[config.mk]
export PLATFORM = sky130hd
export DESIGN_NAME = trk_divider
export DESIGN_NICKNAME = d
export VERILOG_FILES = /design/src/trk_pkg.sv /design/src/trk_divider.sv
export SDC_FILE = /design/constraint.sdc
export NUM_CORES = 1
export LEC_CHECK = 0
export BUFFER_PORTS_ARGS = -buffer_cell sky130_fd_sc_hd__buf_2
export CORE_MARGIN = 1.5
export CORE_UTILIZATION = 55
export DETAILED_ROUTE_END_ITERATION = 8
export PLACE_DENSITY = 0.89
export SYNTH_ARGS = -nofsm -noshare
export SYNTH_HDL_FRONTEND = slang
export SYNTH_SLANG_ARGS = --single-unit
[constraint.sdc]
create_clock -name clk -period 3.7 [get_ports clk]
set_input_delay 0.37 -clock clk [delete_from_list [all_inputs] [get_ports clk]]
set_output_delay 0.37 -clock clk [all_outputs]
set_load 0.05 [all_outputs]
[src/trk_pkg.sv]
// ---------------------------------------------------------------------------
// trk_pkg: shared constants for the TextRank ranker
// Widths of the score, similarity, row sum and divider paths.
// ---------------------------------------------------------------------------
`default_nettype none

package trk_pkg;

    localparam int MAX_NODES = 64;
    localparam int IDX_W     = $clog2(MAX_NODES);
    localparam int N_W       = IDX_W + 1;
    localparam int SIM_W     = 16;
    localparam int SCORE_W   = 24;
    localparam int RS_W      = 22;            // row sum, signed
    localparam int PROD_W    = SIM_W + SCORE_W;
    localparam int MAG_W     = PROD_W - 1;    // magnitude of a product
    localparam int ACC_W     = MAG_W + 1 + IDX_W;
    localparam int DCNT_W    = $clog2(MAG_W);
    localparam int D_W       = 16;
    localparam int THR_W     = 16;
    localparam int ITER_W    = 10;

    localparam logic signed [SCORE_W-1:0] ONE_Q16   = 24'sd65536;
    localparam logic signed [SCORE_W-1:0] SCORE_MAX = 24'sh7FFFFF;
    localparam logic signed [SCORE_W-1:0] SCORE_MIN = 24'sh800000;

    typedef enum logic [1:0] {
        CFG_NODE_COUNT = 2'd0,
        CFG_DAMPING    = 2'd1,
        CFG_THRESHOLD  = 2'd2,
        CFG_MAX_ITER   = 2'd3
    } cfg_index_t;

    typedef enum logic {
        OP_LOAD = 1'b0,
        OP_RUN  = 1'b1
    } opcode_t;

endpackage

`default_nettype wire

[src/trk_divider.sv]
// ---------------------------------------------------------------------------
// trk_divider: bit-serial unsigned divider
// Restoring division, one quotient bit per cycle.
// ---------------------------------------------------------------------------
`default_nettype none

module trk_divider (
    input  wire logic                          clk,
    input  wire logic                          rst_n,
    input  wire logic                          start,
    input  wire logic [trk_pkg::MAG_W-1:0]     dividend,
    input  wire logic [trk_pkg::RS_W-1:0]      divisor,
    output logic                               busy,
    output logic                               done,
    output logic [trk_pkg::MAG_W-1:0]          quotient
);

    logic                          busy_reg;
    logic                          done_reg;
    logic [trk_pkg::DCNT_W-1:0]    cnt_reg;
    logic [trk_pkg::RS_W-1:0]      rem_reg;
    logic [trk_pkg::RS_W-1:0]      dsr_reg;
    logic [trk_pkg::MAG_W-1:0]     quo_reg;
    logic [trk_pkg::RS_W:0]        shifted;
    logic [trk_pkg::RS_W:0]        trial;

    assign shifted = {rem_reg, quo_reg[trk_pkg::MAG_W-1]};
    assign trial   = shifted - {1'b0, dsr_reg};

    always_ff @(posedge clk or negedge rst_n)
    begin
        if (!rst_n)
        begin
            busy_reg <= 1'b0;
            done_reg <= 1'b0;
            cnt_reg  <= '0;
        end
        else if (start)
        begin
            busy_reg <= 1'b1;
            done_reg <= 1'b0;
            cnt_reg  <= '0;
        end
        else if (busy_reg)
        begin
            cnt_reg <= cnt_reg + 1'b1;
            if (cnt_reg == trk_pkg::DCNT_W'(trk_pkg::MAG_W - 1))
            begin
                busy_reg <= 1'b0;
                done_reg <= 1'b1;
            end
        end
        else
        begin
            done_reg <= 1'b0;
        end
    end

    // datapath: shift in one dividend bit, keep the trial difference if it fits
    always_ff @(posedge clk)
    begin
        if (start)
        begin
            rem_reg <= '0;
            dsr_reg <= divisor;
            quo_reg <= dividend;
        end
        else if (busy_reg)
        begin
            if (!trial[trk_pkg::RS_W])
            begin
                rem_reg <= trial[trk_pkg::RS_W-1:0];
                quo_reg <= {quo_reg[trk_pkg::MAG_W-2:0], 1'b1};
            end
            else
            begin
                rem_reg <= shifted[trk_pkg::RS_W-1:0];
                quo_reg <= {quo_reg[trk_pkg::MAG_W-2:0], 1'b0};
            end
        end
    end

    assign busy     = busy_reg;
    assign done     = done_reg;
    assign quotient = quo_reg;

endmodule

`default_nettype wire

==> results_tabular.tex <==
\begin{tabular}{lr}
\hline
Metric & Value \\
\hline
\multicolumn{2}{l}{\textbf{Route}} \\
\quad Average wire per cell in the routed design & around 17 µm \\
\quad Via Count & approximately 4k \\
\quad Detailed router's first-iteration violation count & roughly 280 \\
\quad Routed via count divided by cell count & just over 6 \\
\quad Post-detailed-route DRC marker count & 0 \\
\quad Iteration count of the initial detailed-routing pass & 5 \\
\quad Post-detailed-routing wire length & between 10000 and 15000 µm \\
\quad Remaining antenna violation count after routing & 0 \\
\multicolumn{2}{l}{\textbf{Clocking}} \\
\quad Buffers from clock root to sink, at most & 2 \\
\quad Clock root buffer & sky130\_fd\_sc\_hd\_\_clkbuf\_8 \\
\quad TritonCTS clock tree & done \\
\quad Clock sink count & 91 \\
\quad Clock Latency Late Sink & 0.38 ns \\
\quad Clk slew on worst S/H paths & 0.10 ns \\
\quad CTS H-tree depth & 3 \\
\quad Post-CTS setup buffers & 0 \\
\quad Number of buffers added by the clock tree synthesis step & 9 \\
\multicolumn{2}{l}{\textbf{Place}} \\
\quad Post-detailed-placement cell area & $\sim$5500 µm² \\
\quad Setup slack after placement & roughly 0.41 ns \\
\quad HPWL after DPL & about 8000 µm \\
\quad Buffers on Ports & $\sim$100 \\
\quad Final GP Congestion & 0.900 \\
\multicolumn{2}{l}{\textbf{Cells and area}} \\
\quad Synth-to-layout area growth & 17.6\% \\
\quad Number of flip-flops under the largest register name & 39 \\
\quad Net count, final & 632 \\
\quad Layout cell share with drive strength beyond 1 & roughly a third \\
\quad Area of all placed cells without fillers & about 5700 µm² \\
\quad N\_diodes & 0 \\
\multicolumn{2}{l}{\textbf{STA}} \\
\quad Part of the cycle the worst path needs & 89.5\% \\
\quad Final slew viol count & 0 \\
\quad Headroom to the max-slew limit & between 50\% and 60\% \\
\quad Final setup skew & 0.0128 ns \\
\quad Setup repair after global routing missed its margin & false \\
\quad Final setup slack of the worst path & just under 0.4 ns \\
\quad Final setup violation count & 0 \\
\quad Summed negative setup slack over all endpoints & 0 ns \\
\quad Maximum operating frequency & 302 MHz \\
\quad Minimum clock period & about 3.3 ns \\
\quad Final Hold Viols & 0 \\
\quad Slew at the pin closest to its max-slew limit & 0.675 ns \\
\multicolumn{2}{l}{\textbf{Synthesis}} \\
\quad Count of distinct cell types in the synthesized netlist & 53 \\
\quad Area contributors post-synth & sky130\_fd\_sc\_hd\_\_edfxtp\_1, sky130\_fd\_sc\_hd\_\_dfxtp\_1, sky130\_fd\_sc\_hd\_\_mux2\_2 \\
\quad Number of synthesized register bits & 91 \\
\quad Commonest cells post-synth & sky130\_fd\_sc\_hd\_\_edfxtp\_1, sky130\_fd\_sc\_hd\_\_nor2\_1, sky130\_fd\_sc\_hd\_\_mux2\_2, sky130\_fd\_sc\_hd\_\_inv\_1, sky130\_fd\_sc\_hd\_\_o21ai\_0 \\
\quad Count of flip-flops with a built-in enable after synthesis & between 60 and 70 \\
\quad Cell area after synthesis & just under 5000 µm² \\
\quad Share of synthesized area occupied by flip-flops and latches & between 50 and 60\% \\
\quad Post-Synthesis Mean Instance Area & roughly 11 µm² \\
\quad Nets in the synthesized netlist & around 530 \\
\quad Library cell occupying the most area in the post-synthesis netlist & sky130\_fd\_sc\_hd\_\_edfxtp\_1 \\
\quad Area share of the largest cell type after synthesis & 37.8\% \\
\quad Mapped Cells & about 440 \\
\quad Main flop type after synthesis & sky130\_fd\_sc\_hd\_\_edfxtp\_1 \\
\quad Fraction of registers with async set or reset after synthesis & under 10\% \\
\quad Yosys warnings & 0 \\
\quad Most frequently used cell type in the post-synthesis netlist & sky130\_fd\_sc\_hd\_\_edfxtp\_1 \\
\multicolumn{2}{l}{\textbf{Critical path}} \\
\quad Critical Path RT & 3.91 ns \\
\quad Critical path cell sequence & inv\_1 > ha\_1 > inv\_1 > fa\_1 > a21oi\_1 > nand4b\_1 > a211oi\_2 > o21bai\_2 > a211oi\_4 > o21a\_2 > nor2\_1 > o311ai\_0 \\
\quad Slowest library cell on the worst path & sky130\_fd\_sc\_hd\_\_nor2\_1 \\
\quad Crit start category & register \\
\quad RR Endpoint & rem\_reg[18] \\
\quad Worst reg2reg path depth & 12 \\
\quad Most common cell on crit path & sky130\_fd\_sc\_hd\_\_inv\_1 \\
\quad Arr. time, crit path & 3.52 ns \\
\quad CP max stage delay & 0.57 ns \\
\quad Worst R2R Setup Slack & 0.39 ns \\
\quad Launch point of the worst reg-to-reg path & quotient[38] \\
\quad Kind of critical path & reg -> reg \\
\quad Worst setup EP type & register \\
\quad Largest fanout of any net on the critical path & 18 \\
\multicolumn{2}{l}{\textbf{Min path}} \\
\quad Hold path endpoint & dsr\_reg[15] \\
\quad Min-Delay Path Depth & 1 \\
\quad Min-Delay Path Class & in -> reg \\
\quad Hold path startpoint & divisor[15] \\
\multicolumn{2}{l}{\textbf{Run status}} \\
\quad Run status & complete, no violations \\
\multicolumn{2}{l}{\textbf{Floorplanning}} \\
\quad Die extent in y & 96.9 µm \\
\quad Width of the die & between 90 and 100 µm \\
\quad Area of the core & between 8000 and 9000 µm² \\
\quad Initial Util & a little under three fifths \\
\quad I/O pin count & approximately 110 \\
\quad Cell Rows & 34 \\
\quad Total Die Area & 9390 µm² \\
\multicolumn{2}{l}{\textbf{Global route}} \\
\quad Initial antenna violation count & 0 \\
\quad Largest net degree at the start of global routing & 56 \\
\quad Number of global-route vias before repair & around 3.9k \\
\quad First-pass GRT wire length & 18700 µm \\
\quad Overall global routing resource usage & between 20\% and 30\% \\
\quad Total congestion overflow after global routing & 0 \\
\multicolumn{2}{l}{\textbf{Run}} \\
\quad Number of violations of the max-capacitance limit & 0 \\
\multicolumn{2}{l}{\textbf{Power}} \\
\quad IR drop worst, VDD & between 0.0003 and 0.0004 V \\
\quad Leakage power & approximately 0.0025 µW \\
\quad Power per Cell Area & $\sim$630 nW/µm² \\
\hline
\end{tabular}
routing by layer:
metal,wire (µm),vias to the layer above,part of all wire (%),track usage (%)
li1,-,1835,-,-
met1,4650,1909,41,31.6
met2,5830,202,51,41.6
met3,811,24,7.1,5.35
met4,184,0,1.6,8.70
met5,0,-,0,0
per-stage QoR:
step                      total power [µW]  hold slack (ns)  std cells  util, %
final                                 3610            0.165        656     66.0
after global routing                  3800            0.151        656     66.0
after CTS                             3580            0.158        656     66.0
after detailed placement              2850            0.224        639     63.5
after global placement                2790            0.216        639     63.5
after floorplan                       2510           0.0744        439        -
kinds of logic after synthesis:
group	count (synthesis)	share of synthesized area, %
AO/OA/AOI/OAI	99	14.3
flip-flops	91	51.0
multiplexers	39	9.03
AND/OR/NAND/NOR	117	11.6
XOR/XNOR	21	3.79
buffers and inverters	47	3.71
adder cells (fa/ha/maj)	25	6.60
final cells by class:
type	count	area, µm²
Timing Repair Buffer	112	586
Clock buffer	9	124
Fill cell	658	2930
Clock inverter	7	81.3
Inverter	28	105
Multi-Input combinational cell	301	2200
Tap cell	108	135
Sequential cell	91	2470
what timing repair did:
item,CTS,global route
hold buffers,1,0
gates resized for setup,0,1
endpoints found under the setup margin,0,1
endpoints found under the hold margin,8,0
worst max path at each step:
stage | from | endpoint | slack (ns) | depth (start not counted)
3_5_place_dp | quotient[38] | rem_reg[18] | 0.41 | 12
3_3_place_gp | quotient[38] | rem_reg[20] | 0.55 | 12
2_1_floorplan | quotient[38] | rem_reg[20] | 0.57 | 12
5_1_grt | quotient[38] | rem_reg[18] | 0.14 | 12
4_1_cts | quotient[38] | rem_reg[18] | 0.33 | 12
6_report | quotient[38] | rem_reg[18] | 0.39 | 12
critical path: cells and delay by family, from the launching register on:
family,cells,cell delay (ns)
buf+inv,2,0.13
compound gates,6,1.26
flops,1,0.42
fa+ha+maj,2,0.56
simple gates,2,0.78
cells in the final DEF, fill, tap and decap left out, types with 2 or more instances in the layout:
| master | n |
|---|---|
| sky130_fd_sc_hd__a211oi_1 | 4 |
| sky130_fd_sc_hd__nand2b_1 | 4 |
| sky130_fd_sc_hd__edfxtp_1 | 61 |
| sky130_fd_sc_hd__a21oi_1 | 21 |
| sky130_fd_sc_hd__nand3_1 | 15 |
| sky130_fd_sc_hd__o311a_1 | 5 |
| sky130_fd_sc_hd__nor3_1 | 2 |
| sky130_fd_sc_hd__buf_2 | 103 |
| sky130_fd_sc_hd__o21ai_0 | 27 |
| sky130_fd_sc_hd__xor2_1 | 5 |
| sky130_fd_sc_hd__xnor2_1 | 16 |
| sky130_fd_sc_hd__o21a_1 | 3 |
| sky130_fd_sc_hd__nand2_1 | 23 |
| sky130_fd_sc_hd__o311ai_0 | 3 |
| sky130_fd_sc_hd__and2_1 | 3 |
| sky130_fd_sc_hd__dfxtp_1 | 22 |
| sky130_fd_sc_hd__or3_1 | 3 |
| sky130_fd_sc_hd__nor3b_1 | 2 |
| sky130_fd_sc_hd__nor2b_1 | 3 |
| sky130_fd_sc_hd__clkbuf_8 | 9 |
| sky130_fd_sc_hd__buf_4 | 8 |
| sky130_fd_sc_hd__dfrtp_1 | 8 |
| sky130_fd_sc_hd__a21o_1 | 7 |
| sky130_fd_sc_hd__nor2_1 | 42 |
| sky130_fd_sc_hd__ha_1 | 24 |
| sky130_fd_sc_hd__inv_1 | 27 |
| sky130_fd_sc_hd__nand4_1 | 11 |
| sky130_fd_sc_hd__a31oi_1 | 3 |
| sky130_fd_sc_hd__inv_6 | 3 |
| sky130_fd_sc_hd__mux2_2 | 38 |
| sky130_fd_sc_hd__a311oi_1 | 14 |
power breakdown:
part / internal [µW] / total [µW] / switching, µW
Combinational: 583 / 1500 / 917
Sequential: 1260 / 1390 / 128
Clock: 325 / 719 / 394
No activity file was read; power rests on OpenSTA's default activity.
